### src/hw/rtl/jtsr_pkg.sv
// Shared constants, kind codes and message type of the JSON token structure reader.
`default_nettype none
package jtsr_pkg;

   localparam int STACK_DEPTH = 16;
   localparam int STACK_CNT_W = $clog2(STACK_DEPTH + 1);
   localparam int STACK_IDX_W = (STACK_DEPTH > 1) ? $clog2(STACK_DEPTH) : 1;

   localparam int KIND_W  = 4;
   localparam int VALUE_W = 64;
   localparam int LEN_W   = 16;

   localparam int OQ_DEPTH = 4;
   localparam int OQ_IDX_W = $clog2(OQ_DEPTH);
   localparam int OQ_CNT_W = $clog2(OQ_DEPTH + 1);

   typedef enum logic [KIND_W-1:0] {
      TOK_END       = 4'd0,
      TOK_ERROR     = 4'd1,
      TOK_OBJ_OPEN  = 4'd2,
      TOK_OBJ_CLOSE = 4'd3,
      TOK_ARR_OPEN  = 4'd4,
      TOK_ARR_CLOSE = 4'd5,
      TOK_COLON     = 4'd6,
      TOK_COMMA     = 4'd7,
      TOK_STRING    = 4'd8,
      TOK_UNSIGNED  = 4'd9,
      TOK_INTEGER   = 4'd10,
      TOK_FLOAT     = 4'd11,
      TOK_BOOL      = 4'd12,
      TOK_NULL      = 4'd13
   } token_kind_type;

   typedef enum logic [KIND_W-1:0] {
      MSG_END       = 4'd0,
      MSG_ERROR     = 4'd1,
      MSG_OBJ_OPEN  = 4'd2,
      MSG_OBJ_CLOSE = 4'd3,
      MSG_ARR_OPEN  = 4'd4,
      MSG_ARR_CLOSE = 4'd5,
      MSG_NAME      = 4'd6,
      MSG_STRING    = 4'd7,
      MSG_UNSIGNED  = 4'd8,
      MSG_INTEGER   = 4'd9,
      MSG_FLOAT     = 4'd10,
      MSG_BOOL      = 4'd11,
      MSG_NULL      = 4'd12
   } msg_kind_type;

   typedef struct packed {
      msg_kind_type       kind;
      logic [VALUE_W-1:0] value;
      logic [LEN_W-1:0]   text_len;
      logic               has_key;
      logic [VALUE_W-1:0] key_ref;
      logic [LEN_W-1:0]   key_len;
      logic               nest_fault;
      logic               last;
   } msg_type;

endpackage
`default_nettype wire

### src/hw/rtl/jtsr_if.sv
// Token and message channel interfaces of the JSON token structure reader.
`default_nettype none
interface jtsr_req_if;
   logic                          valid;
   logic                          ready;
   logic [jtsr_pkg::KIND_W-1:0]   token_kind;
   logic [jtsr_pkg::VALUE_W-1:0]  token_value;
   logic [jtsr_pkg::LEN_W-1:0]    token_text_len;

   modport source (output valid, output token_kind, output token_value,
                   output token_text_len, input ready);
   modport sink (input valid, input token_kind, input token_value,
                 input token_text_len, output ready);
endinterface

interface jtsr_rsp_if;
   logic                          valid;
   logic                          ready;
   logic [jtsr_pkg::KIND_W-1:0]   msg_kind;
   logic [jtsr_pkg::VALUE_W-1:0]  msg_value;
   logic [jtsr_pkg::LEN_W-1:0]    msg_text_len;
   logic                          has_key;
   logic [jtsr_pkg::VALUE_W-1:0]  key_ref;
   logic [jtsr_pkg::LEN_W-1:0]    key_len;
   logic                          nest_fault;
   logic                          last;

   modport source (output valid, output msg_kind, output msg_value, output msg_text_len,
                   output has_key, output key_ref, output key_len, output nest_fault,
                   output last, input ready);
   modport sink (input valid, input msg_kind, input msg_value, input msg_text_len,
                 input has_key, input key_ref, input key_len, input nest_fault,
                 input last, output ready);
endinterface
`default_nettype wire

### src/hw/rtl/json_token_structure_reader_core.sv
// Path: a token is captured in the input register, decoded into a 4-entry message queue
// once the queue has room, and its first message is offered on rsp_bus from the queue head.
// Throughput: one token per cycle while the queue has room for two messages; the message side
// drains one message per cycle while rsp_bus.ready is high, so two-message tokens limit the rate.
// Reset: synchronous; empties the nesting stack, the pending key and the queue.
`default_nettype none
module json_token_structure_reader_core (
   input  wire         clock,
   input  wire         reset,
   jtsr_req_if.sink    req_bus,
   jtsr_rsp_if.source  rsp_bus
);

   // input register
   logic                              in_valid_ff;
   jtsr_pkg::token_kind_type          in_kind_ff;
   logic [jtsr_pkg::VALUE_W-1:0]      in_value_ff;
   logic [jtsr_pkg::LEN_W-1:0]        in_len_ff;

   // parser state
   logic                              stack_ff [jtsr_pkg::STACK_DEPTH];
   logic [jtsr_pkg::STACK_CNT_W-1:0]  stack_count_ff, stack_count_in;
   logic [jtsr_pkg::VALUE_W-1:0]      key_ref_ff, key_ref_in;
   logic [jtsr_pkg::LEN_W-1:0]        key_len_ff, key_len_in;
   logic                              colon_ff, colon_in;

   // message queue
   jtsr_pkg::msg_type                 oq_mem_ff [jtsr_pkg::OQ_DEPTH];
   logic [jtsr_pkg::OQ_IDX_W-1:0]     oq_rd_ptr_ff, oq_wr_ptr_ff;
   logic [jtsr_pkg::OQ_CNT_W-1:0]     oq_count_ff, oq_after_pop;

   logic                              oq_pop, oq_room, step, req_xfer;
   logic                              top_obj, push_we, push_obj;
   logic [jtsr_pkg::STACK_IDX_W-1:0]  top_idx, push_idx;
   logic [1:0]                        num_msgs;
   jtsr_pkg::msg_type                 msg0, msg1;

   assign oq_pop       = rsp_bus.valid && rsp_bus.ready;
   assign oq_after_pop = oq_count_ff - jtsr_pkg::OQ_CNT_W'(oq_pop);
   assign oq_room      = oq_after_pop <= jtsr_pkg::OQ_CNT_W'(jtsr_pkg::OQ_DEPTH - 2);
   assign step         = in_valid_ff && oq_room;
   assign req_bus.ready = !in_valid_ff || step;
   assign req_xfer     = req_bus.valid && req_bus.ready;

   assign top_idx  = jtsr_pkg::STACK_IDX_W'(stack_count_ff - 1'b1);
   assign push_idx = jtsr_pkg::STACK_IDX_W'(stack_count_ff);
   assign top_obj  = (stack_count_ff != '0) && stack_ff[top_idx];

   always_comb begin
      jtsr_pkg::msg_type name_msg;
      jtsr_pkg::msg_type main_msg;
      logic              use_key;
      logic              emit_name;

      stack_count_in = stack_count_ff;
      key_ref_in     = key_ref_ff;
      key_len_in     = key_len_ff;
      colon_in       = colon_ff;
      push_we        = 1'b0;
      push_obj       = 1'b0;
      emit_name      = 1'b0;
      use_key        = key_len_ff != '0;
      num_msgs       = 2'd0;

      name_msg          = '0;
      name_msg.kind     = jtsr_pkg::MSG_NAME;
      name_msg.has_key  = 1'b1;
      name_msg.key_ref  = key_ref_ff;
      name_msg.key_len  = key_len_ff;

      main_msg      = '0;
      main_msg.kind = jtsr_pkg::msg_kind_type'(in_kind_ff);

      unique case (in_kind_ff) inside
         jtsr_pkg::TOK_END, jtsr_pkg::TOK_ERROR: begin
            num_msgs = 2'd1;
         end
         jtsr_pkg::TOK_OBJ_OPEN, jtsr_pkg::TOK_ARR_OPEN: begin
            emit_name = colon_ff && top_obj;
            num_msgs  = emit_name ? 2'd2 : 2'd1;
            if (stack_count_ff < jtsr_pkg::STACK_CNT_W'(jtsr_pkg::STACK_DEPTH)) begin
               push_we        = 1'b1;
               push_obj       = in_kind_ff == jtsr_pkg::TOK_OBJ_OPEN;
               stack_count_in = stack_count_ff + 1'b1;
            end else begin
               main_msg.nest_fault = 1'b1;
            end
            key_ref_in = '0;
            key_len_in = '0;
            colon_in   = 1'b0;
         end
         jtsr_pkg::TOK_OBJ_CLOSE, jtsr_pkg::TOK_ARR_CLOSE: begin
            num_msgs = 2'd1;
            if (stack_count_ff != '0) begin
               stack_count_in = stack_count_ff - 1'b1;
            end else begin
               main_msg.nest_fault = 1'b1;
            end
            key_ref_in = '0;
            key_len_in = '0;
            colon_in   = 1'b0;
         end
         jtsr_pkg::TOK_COLON: begin
            colon_in = 1'b1;
         end
         jtsr_pkg::TOK_COMMA: begin
            key_ref_in = '0;
            key_len_in = '0;
            colon_in   = 1'b0;
         end
         jtsr_pkg::TOK_STRING: begin
            if (!top_obj || colon_ff) begin
               num_msgs          = 2'd1;
               main_msg.kind     = jtsr_pkg::MSG_STRING;
               main_msg.value    = in_value_ff;
               main_msg.text_len = in_len_ff;
               main_msg.has_key  = use_key;
               main_msg.key_ref  = use_key ? key_ref_ff : '0;
               main_msg.key_len  = use_key ? key_len_ff : '0;
               if (use_key) begin
                  key_ref_in = '0;
                  key_len_in = '0;
               end
            end else begin
               key_ref_in = in_value_ff;
               key_len_in = in_len_ff;
            end
            colon_in = 1'b0;
         end
         jtsr_pkg::TOK_UNSIGNED, jtsr_pkg::TOK_INTEGER, jtsr_pkg::TOK_FLOAT,
         jtsr_pkg::TOK_BOOL, jtsr_pkg::TOK_NULL: begin
            num_msgs         = 2'd1;
            main_msg.kind    = jtsr_pkg::msg_kind_type'(in_kind_ff - 1'b1);
            main_msg.value   = (in_kind_ff == jtsr_pkg::TOK_NULL) ? '0 : in_value_ff;
            main_msg.has_key = use_key;
            main_msg.key_ref = use_key ? key_ref_ff : '0;
            main_msg.key_len = use_key ? key_len_ff : '0;
            if (use_key) begin
               key_ref_in = '0;
               key_len_in = '0;
            end
            colon_in = 1'b0;
         end
         default: begin
         end
      endcase

      main_msg.last = 1'b1;
      msg0 = emit_name ? name_msg : main_msg;
      msg1 = main_msg;
   end

   always_ff @(posedge clock) begin
      if (reset) begin
         in_valid_ff <= 1'b0;
      end else if (req_bus.ready) begin
         in_valid_ff <= req_bus.valid;
      end
      if (req_xfer) begin
         in_kind_ff  <= jtsr_pkg::token_kind_type'(req_bus.token_kind);
         in_value_ff <= req_bus.token_value;
         in_len_ff   <= req_bus.token_text_len;
      end
   end

   always_ff @(posedge clock) begin
      if (reset) begin
         stack_count_ff <= '0;
         key_ref_ff     <= '0;
         key_len_ff     <= '0;
         colon_ff       <= 1'b0;
      end else if (step) begin
         stack_count_ff <= stack_count_in;
         key_ref_ff     <= key_ref_in;
         key_len_ff     <= key_len_in;
         colon_ff       <= colon_in;
      end
      if (step && push_we) begin
         stack_ff[push_idx] <= push_obj;
      end
   end

   always_ff @(posedge clock) begin
      if (reset) begin
         oq_rd_ptr_ff <= '0;
         oq_wr_ptr_ff <= '0;
         oq_count_ff  <= '0;
      end else begin
         if (oq_pop) begin
            oq_rd_ptr_ff <= oq_rd_ptr_ff + 1'b1;
         end
         if (step) begin
            oq_wr_ptr_ff <= oq_wr_ptr_ff + jtsr_pkg::OQ_IDX_W'(num_msgs);
            oq_count_ff  <= oq_after_pop + jtsr_pkg::OQ_CNT_W'(num_msgs);
         end else begin
            oq_count_ff  <= oq_after_pop;
         end
      end
      if (step && num_msgs != 2'd0) begin
         oq_mem_ff[oq_wr_ptr_ff] <= msg0;
      end
      if (step && num_msgs == 2'd2) begin
         oq_mem_ff[oq_wr_ptr_ff + 1'b1] <= msg1;
      end
   end

   assign rsp_bus.valid        = oq_count_ff != '0;
   assign rsp_bus.msg_kind     = oq_mem_ff[oq_rd_ptr_ff].kind;
   assign rsp_bus.msg_value    = oq_mem_ff[oq_rd_ptr_ff].value;
   assign rsp_bus.msg_text_len = oq_mem_ff[oq_rd_ptr_ff].text_len;
   assign rsp_bus.has_key      = oq_mem_ff[oq_rd_ptr_ff].has_key;
   assign rsp_bus.key_ref      = oq_mem_ff[oq_rd_ptr_ff].key_ref;
   assign rsp_bus.key_len      = oq_mem_ff[oq_rd_ptr_ff].key_len;
   assign rsp_bus.nest_fault   = oq_mem_ff[oq_rd_ptr_ff].nest_fault;
   assign rsp_bus.last         = oq_mem_ff[oq_rd_ptr_ff].last;

endmodule
`default_nettype wire
### src/flat_wrapper.sv
// flat-port wrapper written by rule: the top's interface ports become plain ports
module json_token_structure_reader_core_flat 
  (clock, reset, req_bus_valid, req_bus_token_kind, req_bus_token_value, req_bus_token_text_len, req_bus_ready, rsp_bus_valid, rsp_bus_msg_kind, rsp_bus_msg_value, rsp_bus_msg_text_len, rsp_bus_has_key, rsp_bus_key_ref, rsp_bus_key_len, rsp_bus_nest_fault, rsp_bus_last, rsp_bus_ready);
  jtsr_req_if req_bus_i ();
  jtsr_rsp_if rsp_bus_i ();
  input  wire clock;
  input  wire reset;
  input wire logic [$bits(req_bus_i.valid)-1:0] req_bus_valid;
  input wire logic [$bits(req_bus_i.token_kind)-1:0] req_bus_token_kind;
  input wire logic [$bits(req_bus_i.token_value)-1:0] req_bus_token_value;
  input wire logic [$bits(req_bus_i.token_text_len)-1:0] req_bus_token_text_len;
  output wire logic [$bits(req_bus_i.ready)-1:0] req_bus_ready;
  output wire logic [$bits(rsp_bus_i.valid)-1:0] rsp_bus_valid;
  output wire logic [$bits(rsp_bus_i.msg_kind)-1:0] rsp_bus_msg_kind;
  output wire logic [$bits(rsp_bus_i.msg_value)-1:0] rsp_bus_msg_value;
  output wire logic [$bits(rsp_bus_i.msg_text_len)-1:0] rsp_bus_msg_text_len;
  output wire logic [$bits(rsp_bus_i.has_key)-1:0] rsp_bus_has_key;
  output wire logic [$bits(rsp_bus_i.key_ref)-1:0] rsp_bus_key_ref;
  output wire logic [$bits(rsp_bus_i.key_len)-1:0] rsp_bus_key_len;
  output wire logic [$bits(rsp_bus_i.nest_fault)-1:0] rsp_bus_nest_fault;
  output wire logic [$bits(rsp_bus_i.last)-1:0] rsp_bus_last;
  input wire logic [$bits(rsp_bus_i.ready)-1:0] rsp_bus_ready;
  assign req_bus_i.valid = req_bus_valid;
  assign req_bus_i.token_kind = req_bus_token_kind;
  assign req_bus_i.token_value = req_bus_token_value;
  assign req_bus_i.token_text_len = req_bus_token_text_len;
  assign req_bus_ready = req_bus_i.ready;
  assign rsp_bus_valid = rsp_bus_i.valid;
  assign rsp_bus_msg_kind = rsp_bus_i.msg_kind;
  assign rsp_bus_msg_value = rsp_bus_i.msg_value;
  assign rsp_bus_msg_text_len = rsp_bus_i.msg_text_len;
  assign rsp_bus_has_key = rsp_bus_i.has_key;
  assign rsp_bus_key_ref = rsp_bus_i.key_ref;
  assign rsp_bus_key_len = rsp_bus_i.key_len;
  assign rsp_bus_nest_fault = rsp_bus_i.nest_fault;
  assign rsp_bus_last = rsp_bus_i.last;
  assign rsp_bus_i.ready = rsp_bus_ready;
  json_token_structure_reader_core u_core (.clock(clock), .reset(reset), .req_bus(req_bus_i), .rsp_bus(rsp_bus_i));
endmodule
### config.mk
export PLATFORM = sky130hd
export DESIGN_NAME = json_token_structure_reader_core_flat
export DESIGN_NICKNAME = d
export VERILOG_FILES = /design/src/hw/rtl/jtsr_pkg.sv /design/src/hw/rtl/jtsr_if.sv /design/src/hw/rtl/json_token_structure_reader_core.sv /design/src/flat_wrapper.sv
export SDC_FILE = /design/constraint.sdc
export NUM_CORES = 1
export LEC_CHECK = 0
export BUFFER_PORTS_ARGS = -buffer_cell sky130_fd_sc_hd__buf_2
export CORE_ASPECT_RATIO = 0.7
export CORE_UTILIZATION = 60
export DETAILED_ROUTE_END_ITERATION = 7
export PLACE_DENSITY_LB_ADDON = 0.1
export SLEW_MARGIN = 20
export SYNTH_ARGS = -nofsm -noshare
export SYNTH_HDL_FRONTEND = slang
export SYNTH_SLANG_ARGS = --single-unit
### constraint.sdc
create_clock -name clock -period 9.06 [get_ports clock]
set_input_delay 0.453 -clock clock [delete_from_list [all_inputs] [get_ports clock]]
set_output_delay 0.453 -clock clock [all_outputs]
set_load 0.005 [all_outputs]
Word level (Yosys, flattened, before mapping). Memory sizes are Yosys's and may differ from the RTL's. A register that Yosys moved wholly into a read port is not among the register bits. Index checks and enable logic that the tools add are counted.

Output and inout port bits: 169. Word-level logic and storage cells: 106. Bits of input ports: 88. Memories: 2. Memory bits (writable): 684. Flip-flop bits (word level): 178.

Multiplexer cells: 38. $lt $le $gt $ge: 2. Reduce and logical (&&, ||, !) cells: 29. Equality and inequality tests: 16. Add/sub/neg operators: 8.

Memories: u_core.oq_mem_ff (depth 4, bits a word 167, read ports 1, clocked after Yosys merged registers in 1, write ports 2, RTL line json_token_structure_reader_core.sv:28) `jtsr_pkg::msg_type oq_mem_ff [jtsr_pkg::OQ_DEPTH];`; u_core.stack_ff (depth 16, bits a word 1, read ports 1, clocked after Yosys merged registers in 0, write ports 1, RTL line json_token_structure_reader_core.sv:21) `logic stack_ff [jtsr_pkg::STACK_DEPTH];`.

Operator list (count): $mux W64 (4); $pmux W64 S3 (1); $mux W167 (1); $mux W165 (1); $pmux W81 S2 (1); $pmux W68 S2 (1); $mux W16 (4); $pmux W16 S3 (1); $eq A4 B4 Y1 const B (6); $eq A4 B3 Y1 const B (4); $reduce_bool A16 Y1 (1); $mux W1 (14); $reduce_or A11 Y1 (1); $mux W5 (2); $pmux W5 S2 (1); $reduce_or A5 Y1 (2); $reduce_or A9 Y1 (1); $eq A4 B2 Y1 const B (2); $logic_and A1 B1 Y1 (8); $mux W2 (3); $pmux W2 S3 (1); $reduce_bool A2 Y1 (3); $reduce_bool A3 Y1 (2); $add A5 B1 Y5 const B (1); 20 further kinds (27).

Longest topological paths before layout. An unclocked memory read counts as a cell.

Word-level depth: 11. Mapped depth: 14. Mapped depth without buffers: 11.

Worst setup path before layout. Ideal clock, no wire load.

Kind: register to register. Start: register u_core.oq_count_ff[0] (netlist name). End: memory u_core.oq_mem_ff[3][100] (netlist name) (enable). Period minus slack after synthesis: 6.792 ns. Arrival: 6.273 ns. Setup slack: 2.268 ns. Setup time: 0.519 ns. Stages on the path, launching flop included: 13. Path buffers: 2. Required time: 8.541 ns. Path through: dfxtp_1 or3_1 and2_1 ha_1 ha_1 or2_2 nand4_1 nor3b_1 nor4b_2 a21oi_1 buf_2 buf_2 inv_1.

RTL lines: from (decl) (RTL line json_token_structure_reader_core.sv:30) `logic [jtsr_pkg::OQ_CNT_W-1:0] oq_count_ff, oq_after_pop;`; from (signal assigned) (RTL line json_token_structure_reader_core.sv:194) `oq_count_ff <= oq_after_pop + jtsr_pkg::OQ_CNT_W'(num_msgs);`; from (signal assigned) (RTL line json_token_structure_reader_core.sv:196) `oq_count_ff <= oq_after_pop;`; to (decl) (RTL line json_token_structure_reader_core.sv:28).

==> out/metrics.yaml <==
wirelength_um: 91700
post_cts_buffers: 0
netlist_area_um2: 36500
worstPathRequired_ps: 9310
critPathBufInv: 2
run_status: "finished clean"
antenna_violating_nets_post_route: 0
clkLatencyLatePin_ps: 630
timing.critical_path.fanout_max: 121
tritoncts.num_buffers: 80
place_ws_ps: 3480
report.final.slew_viol_count: 0
number_of_warnings_issued_by_yosys: 0
synth_top_cell_by_area: "edfxtp_1"
maxSlewHeadroom: 0.223
power.static_leakage_nw: 14.2
worstMarginPinSlew_ps: 1170
timing.critical_path.cells: "or3_1 > and2_1 > ha_1 > ha_1 > or2_2 > nand4_1 > nor3b_1 > nor4b_2 > a21oi_4 > inv_8 > buf_4"
drtPass1Iterations: 6
finalCritPeriodShare: 0.605
dr_total_vias: 22700
synth_cell_types: 57
int_pwr_mw: 7.42
ir_drop_mv: 0.153
hp-start: "req_bus_token_text_len[4]"
synthCells: 2379
grt_use_total: 0.298
regArea_um2: 25000
timing.hold.worst_endpoint: "u_core.in_len_ff[4]$_DFFE_PP_"
die_h_um: 208
cts_htree_levels: 3
finalClockSkew_ps: 20.9
fmax_mhz: 182
nFillCells: 3990
most_frequent_cell_on_critical_path: "ha_1"
mostFrequentLayoutCells: "764 x edfxtp_1, 266 x nor3_1, 256 x and3_1"
die_area_um2: 61800
critPathMaxStageDelay_ps: 800
top_level_ports: 257
rr_worst_depth: 11
drive_above_1_share: 0.235
dominantRegCellSynth: "edfxtp_1"
cts_tree: "built"
finalWorstSetupSlack_ps: 3580
cp-start-kind: "flip-flop"
antenna_found_initial: 2
synth-edff-count: 764
drt-vias-per-instance: 6.51
hpwl_um: 48000
setup_viol: 0
maxCapViolations: 0
row_cnt: 75
number_of_violations_reported_at_the_end_of_detailed_routing_iteration_0: 2465
power_switching_share: 0.277
gp_congestion: 0.871
mostFrequentLayoutCell: "edfxtp_1"
rrSetupSlack_ps: 3580
min_path_type: "in2reg"
grt_first_pass_wirelength_um: 140000
fin_nets: 2707
pwrdens_nw_per_um2: 247
cell_depth_of_the_worst_hold_path: 1
postSynthNetCount: 2481
multi_input_comb_area_um2: 10400
grt_pass1_vias: 22900
critPathLaunch: "u_core.oq_count_ff[0]$_SDFF_PP0_"
worstReg2RegStart: "u_core.oq_count_ff[0]$_SDFF_PP0_"
finalHoldViolations: 0
critPathSlowestCell: "nor3b_1"
synth_top_cell_area_share: 0.629
fin_crit_ps: 5480
post-route-drc-count: 0
post_cts_resized: 0
critical_path_class: "reg2reg"
share_clk_of_total_power: 0.328
tritoncts_num_sinks: 864
pwr-share-comb: 0.210
flow.area_growth_from_synthesis_pct: 14.2
cts.reportedPaths.clkPinSlew_ps: 60
buffer_ports.inserted: 256
ys_seq_area_frac: 0.683
design.core.area_um2: 60000
antennaDiodeCount: 0
rsz0062_at_grt: "false"
gr-total-overflow: 0
arrival_ps: 5730
ctsLongestPathBuffers: 3
tns_ps: 0
cts_root_buffer: "clkbuf_16"
synth.avg_cell_area_um2: 15.3
synth_top_cells_by_area: "edfxtp_1 63%, mux4_2 11%, dfxtp_1 5.5%"
path_delay_family: "simple AND/OR/NAND/NOR gates"
critical_path.endpoint_type: "flip-flop"
ffs_latches_synth: 864
fp.dieW_um: 297
sequentialPowerShare: 0.463
switchingPower_mw: 2.85
largest_net_degree_at_the_start_of_global_routing: 144
initial_core_util: 0.609
worst_r2r_endpoint: "u_core.oq_mem_ff[3][40]$_DFFE_PP_"
synth_async_sr_flop_share: 0
routed_wire_length_per_instance_um: 26.3
## through the flow
step | cells | cell area, um2 | total power, mW | util | hold WS [ps]
after CTS | 3478 | 41600 | 10.3 | 0.694 | 3.14
after global placement | 3258 | 38300 | 6.93 | 0.638 | 468
final | 3481 | 41700 | 10.3 | 0.695 | 23.1
after global routing | 3481 | 41700 | 10.6 | 0.695 | 10.5
after floorplan | 2379 | 36500 | 6.07 | - | 458
after detailed placement | 3258 | 38300 | 6.96 | 0.638 | 475
## registers in the layout, summed over array words and instances, names as in the netlist, named ones only
register               cells
u_core.oq_rd_ptr_ff        2
u_core.in_valid_ff         1
u_core.oq_count_ff         3
u_core.colon_ff            1
u_core.in_value_ff        64
u_core.in_kind_ff          4
u_core.stack_count_ff      5
u_core.oq_wr_ptr_ff        2
u_core.oq_mem_ff         668
u_core.key_len_ff         16
u_core.key_ref_ff         64
u_core.stack_ff           16
u_core.in_len_ff          16
## timing repair
item                                    in CTS  in global routing
endpoints found under the hold margin       70                  0
endpoints found under the setup margin       0                  0
hold buffers                                70                  0
## layer usage
layer | track usage | routed length, um | up-vias | part of all wire
li1 | - | - | 9859 | -
met1 | 0.424 | 36900 | 11500 | 0.40
met2 | 0.474 | 44000 | 1170 | 0.48
met3 | 0.0569 | 8850 | 126 | 0.097
met4 | 0.0856 | 1990 | 0 | 0.022
met5 | 0 | 0 | - | 0
## logic make-up after synthesis
group	share of synthesized area
buf+inv	0.0337
fa+ha+maj	0.00501
mux	0.107
compound gates	0.0460
simple gates	0.122
xor+xnor	0.00240
flops	0.683
## how the worst max path moves through the flow
stage | slack, ps | cells after the start | to
2_1_floorplan | 2270 | 12 | u_core.oq_mem_ff[3][100]$_DFFE_PP_
3_5_place_dp | 3480 | 10 | u_core.oq_mem_ff[0][147]$_DFFE_PP_
6_report | 3580 | 11 | u_core.oq_mem_ff[3][40]$_DFFE_PP_
3_3_place_gp | 3650 | 10 | u_core.oq_mem_ff[1][139]$_DFFE_PP_
5_1_grt | 3230 | 11 | u_core.oq_mem_ff[3][92]$_DFFE_PP_
4_1_cts | 3480 | 10 | u_core.oq_mem_ff[1][56]$_DFFE_PP_
## power groups by stage
stage                     Sequential (mW)  Combinational, mW  Clock (mW)
final                                4.75               2.15        3.36
after global routing                 4.78               2.28        3.54
after CTS                            4.79               2.11        3.39
after detailed placement             4.87               2.08           0
after global placement               4.86               2.07           0
after floorplan                      4.74               1.33           0
## synthesized netlist by cell type, drive strengths merged (2+ instances only)
cell	instances
edfxtp	764
or3	4
xnor2	6
and3	256
nor3b	66
or4	2
o2111ai	5
nor2	121
a22o	16
nand4	3
nor2b	7
o41ai	64
o21bai	5
a31oi	5
nor4b	6
a31o	4
ha	13
a21o	2
o21a	3
o21ai	5
nor3	266
and2	3
dfxtp	100
nand2	30
mux4	171
a211oi	6
xor2	4
mux2i	6
or3b	2
nand3	5
nand2b	5
clkbuf	118
a21oi	23
a21boi	2
a2111oi	2
a22oi	64
or2	7
inv	81
nor4	16
buf	102
o31a	4
## final cells by class
cell class              count  area share
clock buffers             120      0.0571
clock inverters            30     0.00571
multi-input cells        1214       0.250
inverters                  81     0.00802
repair buffers            364      0.0555
well taps                 808      0.0243
flip-flops and latches    864       0.599
## worst reg2reg max path: cells and delay by family (launching register included)
kind	cells	cell delay [ps]
AO/OA/AOI/OAI	1	210
AND/OR/NAND/NOR	6	2400
adder cells (fa/ha/maj)	2	540
buffers and inverters	2	1630
flip-flops	1	300
Power figures use the tool's default switching activity.
